### config.mk
export PLATFORM = sky130hd
export DESIGN_NAME = heartbeat_liveness_table
export DESIGN_NICKNAME = d
export VERILOG_FILES = /design/src/rtl/hlt_pkg.sv /design/src/rtl/heartbeat_liveness_table.sv /design/src/rtl/hlt_div.sv /design/src/rtl/hlt_store.sv
export SDC_FILE = /design/constraint.sdc
export NUM_CORES = 2
export LEC_CHECK = 0
export BUFFER_PORTS_ARGS = -buffer_cell sky130_fd_sc_hd__buf_2
export CAP_MARGIN = 20
export CELL_PAD_IN_SITES_DETAIL_PLACEMENT = 1
export CELL_PAD_IN_SITES_GLOBAL_PLACEMENT = 2
export CORE_MARGIN = 3
export CORE_UTILIZATION = 30
export CTS_BUF_LIST = sky130_fd_sc_hd__clkbuf_4
export DETAILED_ROUTE_END_ITERATION = 12
export GPL_ROUTABILITY_DRIVEN = 0
export GPL_TIMING_DRIVEN = 0
export MAX_ROUTING_LAYER = met4
export PLACE_DENSITY = 0.58
export RECOVER_POWER = 100
export SKIP_CTS_REPAIR_TIMING = 1
export SYNTH_ARGS = -nofsm -noshare
export SYNTH_HDL_FRONTEND = slang
export SYNTH_HIERARCHICAL = 1
export SYNTH_SLANG_ARGS = --single-unit
### constraint.sdc
create_clock -name clk -period 12.6 [get_ports clk]
set_input_delay 2.52 -clock clk [delete_from_list [all_inputs] [get_ports clk]]
set_output_delay 2.52 -clock clk [all_outputs]
set_load 0.02 [all_outputs]
### src/rtl/hlt_pkg.sv
`default_nettype none
// ----------------------------------------------------------------------------
// hlt_pkg
// Shared types and codes for the heartbeat liveness table.
// ----------------------------------------------------------------------------
package hlt_pkg;

    localparam int unsigned KEY_W  = 32;
    localparam int unsigned TIME_W = 32;
    localparam int unsigned INT_W  = 16;
    localparam int unsigned MISS_W = 8;
    localparam int unsigned STAT_W = 3;
    localparam int unsigned IDX_W  = 5;
    localparam logic [MISS_W-1:0] MISS_SAT = 8'd255;

    typedef enum logic [1:0] {
        FUNC_BEAT  = 2'd0,
        FUNC_TICK  = 2'd1,
        FUNC_QUERY = 2'd2,
        FUNC_NONE  = 2'd3
    } func_t;

    typedef enum logic [STAT_W-1:0] {
        ST_REFRESHED = 3'd0,
        ST_INSERTED  = 3'd1,
        ST_FULL      = 3'd2,
        ST_INVALID   = 3'd3,
        ST_FOUND     = 3'd4,
        ST_NOT_FOUND = 3'd5,
        ST_SWEEP     = 3'd6,
        ST_EMPTY     = 3'd7
    } status_t;

    typedef enum logic [3:0] {
        S_IDLE,
        S_SRCH_RD,
        S_SRCH_CMP,
        S_BEAT_WR,
        S_QRY_OUT,
        S_TICK_RD,
        S_TICK_DIV,
        S_TICK_WAIT,
        S_TICK_OUT,
        S_SINGLE
    } state_t;

endpackage
`default_nettype wire

### src/rtl/heartbeat_liveness_table.sv
`default_nettype none
// ----------------------------------------------------------------------------
// heartbeat_liveness_table
// Keyed device table with beat, tick sweep and query items.
// ----------------------------------------------------------------------------
// Beat/query search the slots in turn; tick sweeps each tracked slot through
// the bit-serial divider. One item at a time; busy falls in the cycle the
// last result is strobed, but stays high through the strobe of an invalid
// beat or an empty tick. Results are strobed for one cycle each; the receiver
// cannot stall. Reset: count and interval (10) reset; miss memory entries are
// written on insert before any read, so no clearing pass is needed.
module heartbeat_liveness_table
#(
    parameter int unsigned TABLE_ENTRIES = 32
)
(
    input  wire logic                          clk,
    input  wire logic                          rst_n,
    input  wire logic                          start,
    output logic                               busy,
    input  wire logic [1:0]                    func,
    input  wire logic [hlt_pkg::KEY_W-1:0]     device_key,
    input  wire logic [hlt_pkg::TIME_W-1:0]    now_time,
    input  wire logic                          cfg_we,
    input  wire logic [hlt_pkg::INT_W-1:0]     cfg_wdata,
    output logic                               done,
    output logic [hlt_pkg::STAT_W-1:0]         status,
    output logic [hlt_pkg::IDX_W-1:0]          entry_index,
    output logic [hlt_pkg::KEY_W-1:0]          entry_key,
    output logic [hlt_pkg::MISS_W-1:0]         miss_total,
    output logic [hlt_pkg::TIME_W-1:0]         last_seen,
    output logic                               alive,
    output logic                               last
);
    import hlt_pkg::*;

    localparam int unsigned AW = (TABLE_ENTRIES > 1) ? $clog2(TABLE_ENTRIES) : 1;
    localparam int unsigned CW = $clog2(TABLE_ENTRIES + 1);
    localparam logic [CW-1:0] FULL_CNT = CW'(TABLE_ENTRIES);

    state_t state_reg, state_next;

    logic [INT_W-1:0]  interval_reg;
    logic [CW-1:0]     count_reg;
    logic [CW-1:0]     ptr_reg;
    logic [1:0]        func_reg;
    logic [KEY_W-1:0]  key_reg;
    logic [TIME_W-1:0] now_reg;
    logic [TIME_W-1:0] seen_reg;
    logic [KEY_W-1:0]  skey_reg;

    logic              o_done_reg;
    logic [STAT_W-1:0] o_status_reg;
    logic [IDX_W-1:0]  o_idx_reg;
    logic [KEY_W-1:0]  o_key_reg;
    logic [MISS_W-1:0] o_miss_reg;
    logic [TIME_W-1:0] o_seen_reg;
    logic              o_alive_reg;
    logic              o_last_reg;

    logic [KEY_W-1:0]  rd_key;
    logic [TIME_W-1:0] rd_time;
    logic [MISS_W-1:0] rd_miss;
    logic              wr_en, wr_key_en, wr_miss_en;
    logic [AW-1:0]     wr_addr;
    logic [MISS_W-1:0] wr_miss;
    logic [AW-1:0]     rd_addr;

    logic              div_start, div_done;
    logic [TIME_W-1:0] div_q;
    logic [TIME_W-1:0] div_gap;
    logic [INT_W-1:0]  eff_int;
    logic [MISS_W-1:0] miss_calc;
    logic              alive_calc;
    logic [TIME_W-1:0] gap;
    logic              hit;
    logic              ptr_last;

    assign eff_int    = (interval_reg == '0) ? INT_W'(1) : interval_reg;
    assign gap        = now_reg - seen_reg;
    assign div_gap    = now_reg - rd_time;
    assign alive_calc = gap <= TIME_W'(eff_int);
    assign miss_calc  = (now_reg <= seen_reg) ? '0 :
                        (div_q > TIME_W'(MISS_SAT)) ? MISS_SAT : div_q[MISS_W-1:0];
    assign hit        = (rd_key == key_reg);
    assign ptr_last   = (ptr_reg + CW'(1) == count_reg);
    assign rd_addr    = ptr_reg[AW-1:0];

    hlt_store #(.DEPTH(TABLE_ENTRIES), .AW(AW)) u_store
    (
        .clk        (clk),
        .rd_addr    (rd_addr),
        .rd_key     (rd_key),
        .rd_time    (rd_time),
        .rd_miss    (rd_miss),
        .wr_en      (wr_en),
        .wr_key_en  (wr_key_en),
        .wr_addr    (wr_addr),
        .wr_key     (key_reg),
        .wr_time    (now_reg),
        .wr_miss_en (wr_miss_en),
        .wr_miss    (wr_miss)
    );

    hlt_div u_div
    (
        .clk      (clk),
        .rst_n    (rst_n),
        .start    (div_start),
        .dividend (div_gap),
        .divisor  (eff_int),
        .done     (div_done),
        .quotient (div_q)
    );

    always_comb
    begin
        state_next = state_reg;
        unique case (state_reg)
            S_IDLE:
            begin
                if (start)
                begin
                    priority if (func == FUNC_BEAT && device_key == '0)
                        state_next = S_SINGLE;
                    else if (func == FUNC_BEAT || func == FUNC_QUERY)
                        state_next = (count_reg == '0) ? S_BEAT_WR : S_SRCH_RD;
                    else if (func == FUNC_TICK)
                        state_next = (count_reg == '0) ? S_SINGLE : S_TICK_RD;
                    else
                        state_next = S_IDLE;
                end
            end
            S_SRCH_RD:   state_next = S_SRCH_CMP;
            S_SRCH_CMP:
            begin
                if (hit)
                    state_next = S_BEAT_WR;
                else if (ptr_last)
                    state_next = S_BEAT_WR;
                else
                    state_next = S_SRCH_RD;
            end
            S_BEAT_WR:   state_next = S_IDLE;
            S_QRY_OUT:   state_next = S_IDLE;
            S_TICK_RD:   state_next = S_TICK_DIV;
            S_TICK_DIV:  state_next = S_TICK_WAIT;
            S_TICK_WAIT: state_next = div_done ? S_TICK_OUT : S_TICK_WAIT;
            S_TICK_OUT:  state_next = ptr_last ? S_IDLE : S_TICK_RD;
            S_SINGLE:    state_next = S_IDLE;
            default:     state_next = S_IDLE;
        endcase
    end

    // hit_reg remembers whether the search ended on a match
    logic hit_reg;

    always_comb
    begin
        wr_en      = 1'b0;
        wr_key_en  = 1'b0;
        wr_miss_en = 1'b0;
        wr_addr    = ptr_reg[AW-1:0];
        wr_miss    = '0;
        div_start  = 1'b0;
        unique case (state_reg)
            S_BEAT_WR:
            begin
                if (func_reg == FUNC_BEAT)
                begin
                    if (hit_reg)
                    begin
                        wr_en      = 1'b1;
                        wr_miss_en = 1'b1;
                    end
                    else if (count_reg != FULL_CNT)
                    begin
                        wr_addr    = count_reg[AW-1:0];
                        wr_en      = 1'b1;
                        wr_key_en  = 1'b1;
                        wr_miss_en = 1'b1;
                    end
                end
            end
            S_TICK_DIV: div_start = 1'b1;
            S_TICK_OUT:
            begin
                wr_miss_en = 1'b1;
                wr_miss    = miss_calc;
            end
            default: ;
        endcase
    end

    always_ff @(posedge clk or negedge rst_n)
    begin
        if (!rst_n)
        begin
            state_reg    <= S_IDLE;
            interval_reg <= INT_W'(10);
            count_reg    <= '0;
            o_done_reg   <= 1'b0;
            hit_reg      <= 1'b0;
            ptr_reg      <= '0;
        end
        else
        begin
            state_reg  <= state_next;
            o_done_reg <= 1'b0;
            if (cfg_we)
                interval_reg <= cfg_wdata;
            unique case (state_reg)
                S_IDLE:
                begin
                    ptr_reg <= '0;
                    hit_reg <= 1'b0;
                    if (start && state_next == S_SINGLE)
                        o_done_reg <= 1'b1;
                end
                S_SRCH_CMP:
                begin
                    if (hit)
                        hit_reg <= 1'b1;
                    else if (!ptr_last)
                        ptr_reg <= ptr_reg + CW'(1);
                end
                S_BEAT_WR:
                begin
                    o_done_reg <= 1'b1;
                    if (func_reg == FUNC_BEAT && !hit_reg && count_reg != FULL_CNT)
                        count_reg <= count_reg + CW'(1);
                end
                S_TICK_OUT:
                begin
                    o_done_reg <= 1'b1;
                    ptr_reg    <= ptr_reg + CW'(1);
                end
                default: ;
            endcase
        end
    end

    always_ff @(posedge clk)
    begin
        unique case (state_reg)
            S_IDLE:
            begin
                func_reg     <= func;
                key_reg      <= device_key;
                now_reg      <= now_time;
                o_idx_reg    <= '0;
                o_miss_reg   <= '0;
                o_seen_reg   <= '0;
                o_alive_reg  <= 1'b0;
                o_last_reg   <= 1'b1;
                o_key_reg    <= '0;
                o_status_reg <= (func == FUNC_TICK) ? ST_EMPTY : ST_INVALID;
            end
            S_SRCH_CMP:
            begin
                skey_reg <= rd_key;
                seen_reg <= rd_time;
                o_miss_reg <= rd_miss;
            end
            S_BEAT_WR:
            begin
                o_last_reg <= 1'b1;
                if (func_reg == FUNC_QUERY)
                begin
                    if (hit_reg)
                    begin
                        o_status_reg <= ST_FOUND;
                        o_idx_reg    <= IDX_W'(ptr_reg);
                        o_key_reg    <= skey_reg;
                        o_seen_reg   <= seen_reg;
                        o_alive_reg  <= (now_reg - seen_reg) <= TIME_W'(eff_int);
                    end
                    else
                    begin
                        o_status_reg <= ST_NOT_FOUND;
                        o_idx_reg    <= '0;
                        o_key_reg    <= '0;
                        o_miss_reg   <= '0;
                        o_seen_reg   <= '0;
                        o_alive_reg  <= 1'b0;
                    end
                end
                else if (hit_reg)
                begin
                    o_status_reg <= ST_REFRESHED;
                    o_idx_reg    <= IDX_W'(ptr_reg);
                    o_key_reg    <= key_reg;
                    o_miss_reg   <= '0;
                    o_seen_reg   <= now_reg;
                    o_alive_reg  <= 1'b1;
                end
                else if (count_reg != FULL_CNT)
                begin
                    o_status_reg <= ST_INSERTED;
                    o_idx_reg    <= IDX_W'(count_reg);
                    o_key_reg    <= key_reg;
                    o_miss_reg   <= '0;
                    o_seen_reg   <= now_reg;
                    o_alive_reg  <= 1'b1;
                end
                else
                begin
                    o_status_reg <= ST_FULL;
                    o_idx_reg    <= '0;
                    o_key_reg    <= key_reg;
                    o_miss_reg   <= '0;
                    o_seen_reg   <= '0;
                    o_alive_reg  <= 1'b0;
                end
            end
            S_TICK_DIV:
            begin
                skey_reg <= rd_key;
                seen_reg <= rd_time;
            end
            S_TICK_OUT:
            begin
                o_status_reg <= ST_SWEEP;
                o_idx_reg    <= IDX_W'(ptr_reg);
                o_key_reg    <= skey_reg;
                o_miss_reg   <= miss_calc;
                o_seen_reg   <= seen_reg;
                o_alive_reg  <= alive_calc;
                o_last_reg   <= ptr_last;
            end
            default: ;
        endcase
    end

    // divider takes its gap straight from the read port
    assign busy        = (state_reg != S_IDLE);
    assign done        = o_done_reg;
    assign status      = o_status_reg;
    assign entry_index = o_idx_reg;
    assign entry_key   = o_key_reg;
    assign miss_total  = o_miss_reg;
    assign last_seen   = o_seen_reg;
    assign alive       = o_alive_reg;
    assign last        = o_last_reg;

endmodule
`default_nettype wire

### src/rtl/hlt_div.sv
`default_nettype none
// ----------------------------------------------------------------------------
// hlt_div
// Restoring divider, one quotient bit per cycle, 32-bit by 16-bit.
// ----------------------------------------------------------------------------
module hlt_div
(
    input  wire logic                       clk,
    input  wire logic                       rst_n,
    input  wire logic                       start,
    input  wire logic [hlt_pkg::TIME_W-1:0] dividend,
    input  wire logic [hlt_pkg::INT_W-1:0]  divisor,
    output logic                            done,
    output logic [hlt_pkg::TIME_W-1:0]      quotient
);
    import hlt_pkg::*;

    logic [TIME_W-1:0] q_reg;
    logic [INT_W:0]    rem_reg;
    logic [INT_W-1:0]  dsr_reg;
    logic [5:0]        cnt_reg;
    logic              run_reg;
    logic              done_reg;
    logic [INT_W:0]    shifted;
    logic [INT_W:0]    diff;

    assign shifted = {rem_reg[INT_W-1:0], q_reg[TIME_W-1]};
    assign diff    = shifted - {1'b0, dsr_reg};

    always_ff @(posedge clk or negedge rst_n)
    begin
        if (!rst_n)
        begin
            run_reg  <= 1'b0;
            done_reg <= 1'b0;
            cnt_reg  <= '0;
        end
        else
        begin
            done_reg <= 1'b0;
            if (start)
            begin
                run_reg <= 1'b1;
                cnt_reg <= 6'(TIME_W);
            end
            else if (run_reg)
            begin
                cnt_reg <= cnt_reg - 6'd1;
                if (cnt_reg == 6'd1)
                begin
                    run_reg  <= 1'b0;
                    done_reg <= 1'b1;
                end
            end
        end
    end

    always_ff @(posedge clk)
    begin
        if (start)
        begin
            q_reg   <= dividend;
            rem_reg <= '0;
            dsr_reg <= divisor;
        end
        else if (run_reg)
        begin
            if (!diff[INT_W])
            begin
                rem_reg <= diff;
                q_reg   <= {q_reg[TIME_W-2:0], 1'b1};
            end
            else
            begin
                rem_reg <= shifted;
                q_reg   <= {q_reg[TIME_W-2:0], 1'b0};
            end
        end
    end

    assign done     = done_reg;
    assign quotient = q_reg;

endmodule
`default_nettype wire

### src/rtl/hlt_store.sv
`default_nettype none
// ----------------------------------------------------------------------------
// hlt_store
// Entry memory: key, last beat and miss count per slot, registered read.
// ----------------------------------------------------------------------------
module hlt_store
#(
    parameter int unsigned DEPTH = 32,
    parameter int unsigned AW    = 5
)
(
    input  wire logic                       clk,
    input  wire logic [AW-1:0]              rd_addr,
    output logic [hlt_pkg::KEY_W-1:0]       rd_key,
    output logic [hlt_pkg::TIME_W-1:0]      rd_time,
    output logic [hlt_pkg::MISS_W-1:0]      rd_miss,
    input  wire logic                       wr_en,
    input  wire logic                       wr_key_en,
    input  wire logic [AW-1:0]              wr_addr,
    input  wire logic [hlt_pkg::KEY_W-1:0]  wr_key,
    input  wire logic [hlt_pkg::TIME_W-1:0] wr_time,
    input  wire logic                       wr_miss_en,
    input  wire logic [hlt_pkg::MISS_W-1:0] wr_miss
);
    import hlt_pkg::*;

    logic [KEY_W-1:0]  key_mem  [DEPTH];
    logic [TIME_W-1:0] time_mem [DEPTH];
    logic [MISS_W-1:0] miss_mem [DEPTH];

    always_ff @(posedge clk)
    begin
        if (wr_en && wr_key_en)
            key_mem[wr_addr] <= wr_key;
        if (wr_en)
            time_mem[wr_addr] <= wr_time;
        if (wr_miss_en)
            miss_mem[wr_addr] <= wr_miss;
        rd_key  <= key_mem[rd_addr];
        rd_time <= time_mem[rd_addr];
        rd_miss <= miss_mem[rd_addr];
    end

endmodule
`default_nettype wire

==> results.md <==
* Setup ws final at between 4 and 5 ns
* Synth top area cells: edfxtp_1 (72%), mux4_2 (14%), dfxtp_1 (1.7%), mux2_2 (1.2%), ha_1 (1.2%)
* Final Cell Area at 124000 um^2
* Synthesized area per cell at 20.9 um^2
* Clk sinks at about 2700
* Starting Density at 0.302
* Fill cell total of the finished layout at between 30000 and 40000
* Largest registers: u_store/key_mem: 1024 flops, u_store/time_mem: 1024 flops, u_store/miss_mem: 256 flops
* EDFF count, synth at around 2600
* WP data arrival at roughly 9 ns
* Area Overhead vs Synth at 16.4%
* Initial DRT Pass Iterations at 5
* Share of layout cells above drive strength 1 at 0.319
* Tcrit/Tclk final at 0.646
* Syn Std Cell Area at between 100000 and 150000 um^2
* Area post-placement at around 120000 um^2
* Slew Limit Fails at 1962
* First-pass GRT wire length at approximately 510 mm
* Worst skew pair latency at between 1.5 and 2 ns
* Die area at around 360000 um^2
* Clock transition at the registers of the reported paths at 0.06 ns
* CP required at 13.65 ns
* Largest net degree at the start of global routing at 38
* Endpoints failing hold at 0
* Starting DRT DRC Count at 7024
* Worst slack at placement at 6.62 ns
* Setup violators final at 0
* Remaining Overflow, GRT at 0
* Die height at approximately 600 um
* Failing checks: max-capacitance violations, max-slew violations
* Via count at roughly 60000
* Slowest library cell on the worst path: nor2_1
* Setup Crit Path Kind: reg2reg
* Crit-path max FO at 13
* H-tree Lvls at 6
* Static Leakage at about 40 nW
* Post-route ant nets at 0
* Worst R2R Path Depth at 12
* Layout Nets at 6427
* Max Clock Skew at ~0.16 ns
* Drt via density at slightly above 5
* Final Critical Period at 8.13 ns
* Asr flop ratio synth at 0.0156
* CTS buffer count at 717
* Dpl hpwl at around 260 mm
* Hold WS at roughly 0.43 ns
* Aggregate global-route resource usage at 0.209
* Distinct cells, synth at around 90
* Max Cap Viol at between 100 and 150
* Rows at 218
* Clock root cell: clkbuf_4
* Hold path cells at 0
* Yosys warning count at 6
* Yosys top cell area share at 0.723
* Worst Setup End Kind: register
* Max frequency at 123 MHz
* CTS tree: done
* Final WL at 377 mm
* Critical Path Start Type: register
* Die Width at approximately 600 um
* Synth Register Bits at 2694
* Cell mode on critical path: clkbuf_1
* Status: finished with violations
* CP Cell Sequence: clkbuf_1 > nor2_1 > nand2_1 > nor4_1 > nand2_1 > o21ai_0 > clkbuf_1 > nor2b_1 > nand3_1 > nor2_1 > clkbuf_1 > clkbuf_1
* Post-synth net total at 5283
* Mapped Cells at approximately 5100
* Peak supply drop at 0.0000862 V
* HP Class: reg2reg
* Core area at 353000 um^2
* Per-cell routed wire length at 32.6 um
* Vias in the first global route at 61400
* DR DRC count at 0
* CP max stage delay at between 1.5 and 2 ns
* I/O pin total at 170
* Sequential share of the synthesized area at 0.749
* Pwr Density at roughly 150 nW/um^2
* Port Buffer Count at between 150 and 200
* Slew headroom at -1.52
* Slew at the pin closest to its max-slew limit at ~3.8 ns
* Bufs on Longest Clock Path at 4
* Antenna violations before repair at 32
* Leading area contributor after synthesis: edfxtp_1
* RSZ-0062 raised after global routing: false
* Final setup TNS at 0 ns
* Top_reg_cell synth: edfxtp_1
[cells in the final DEF, fill, tap and decap left out, types with 36 or more instances in the layout]
cell | netlist | layout
edfxtp_1 | 2564 | 2564
clkbuf_4 | 0 | 1102
mux4_2 | 675 | 675
clkbuf_1 | 127 | 474
nor2_1 | 176 | 175
inv_1 | 127 | 126
nand2_1 | 113 | 113
clkinv_1 | 0 | 111
buf_2 | 72 | 108
ha_1 | 100 | 100
mux2_2 | 116 | 98
dfxtp_1 | 88 | 88
a21oi_1 | 84 | 85
xnor2_1 | 84 | 84
a22o_1 | 78 | 78
o21ai_0 | 65 | 71
mux2i_1 | 65 | 65
dfrtp_1 | 40 | 40
nand3_1 | 36 | 36
[metal layers]
layer  track usage  share of wire
met2         0.328           0.47
met1         0.276           0.41
met5             -              0
met3        0.0376          0.076
met4        0.0678          0.036
[per-stage QoR]
stage,cells,utilization,power (mW)
final,11600,0.351,18.1
after global routing,11600,0.351,18.9
after CTS,11500,0.361,18.4
after detailed placement,10200,0.335,10.4
after global placement,9993,0.321,10.4
after floorplan,5094,-,10.2
[worst max-delay path: cells and delay by family, from the launching register on]
kind	cells	cell delay (ns)
flip-flops	1	0.43
AND/OR/NAND/NOR	7	3.99
AO/OA/AOI/OAI	1	0.38
buffers and inverters	4	2.82
[power breakdown]
group	switching, mW	internal, mW
registers	0.0371	9.70
clock network	3.77	4.20
logic	0.228	0.198
total	4.04	14.1
[cell families (layout without fill, tap and decap cells)]
| group | count (synthesis) | count (layout) | synth area share |
|---|---|---|---|
| DFF | 2694 | 2694 | 0.749 |
| muxes | 856 | 856 | 0.161 |
| and+or+nand+nor | 508 | 508 | 0.0230 |
| AOI/OAI and AO/OA | 451 | 451 | 0.0305 |
| buffers and inverters | 373 | 2075 | 0.0153 |
| xor gates and xnor gates | 109 | 109 | 0.00896 |
| adders and majority gates | 103 | 103 | 0.0123 |
| other | 0 | 35 | 0 |
[cell usage after synthesis (all sizes together), types with 10 or more instances]
master,number
mux2i,65
a22o,79
a221oi,16
nor2b,22
mux4,675
nor3,18
nand4,20
dfrtp,40
xor2,25
a31oi,10
and3,13
nand2b,16
buf,119
nor2,176
nor4,27
clkbuf,127
nand3,36
ha,100
mux2,116
dfxtp,88
o22ai,13
edfxtp,2564
nand2,114
o21ai,74
a211oi,26
xnor2,84
o21a,15
a21oi,87
inv,127
a21o,31
and2,20
or2,13
o211ai,18
[cell type report]
class | count | area [um^2] | area share
timing repair buffer | 425 | 2080 | 0.0168
tap | 4730 | 5920 | 0.0477
multi-input combinational | 2027 | 25100 | 0.203
clock inverter | 175 | 1120 | 0.00906
sequential | 2694 | 79800 | 0.643
inverter | 127 | 478 | 0.00385
clock buffer | 1102 | 8270 | 0.0667
antenna | 35 | 87.6 | 0.000706
buffer | 246 | 1160 | 0.00939
[final timing paths]
| check | to | from | slack, ns |
|---|---|---|---|
| worst min-delay path | skey_reg[3] | u_store/rd_key[3] | 0.43 |
| worst max register to register | u_store/key_mem[14][10] | state_reg[3] | 4.47 |
| worst min register to register | skey_reg[3] | u_store/rd_key[3] | 0.43 |
| max in group asynchronous | ptr_reg[0] | rst_n | 9.24 |
| worst max-delay path | u_store/key_mem[14][10] | state_reg[3] | 4.47 |
| min in group asynchronous | interval_reg[13] | rst_n | 1.12 |
(Power assumes the default switching activity.)
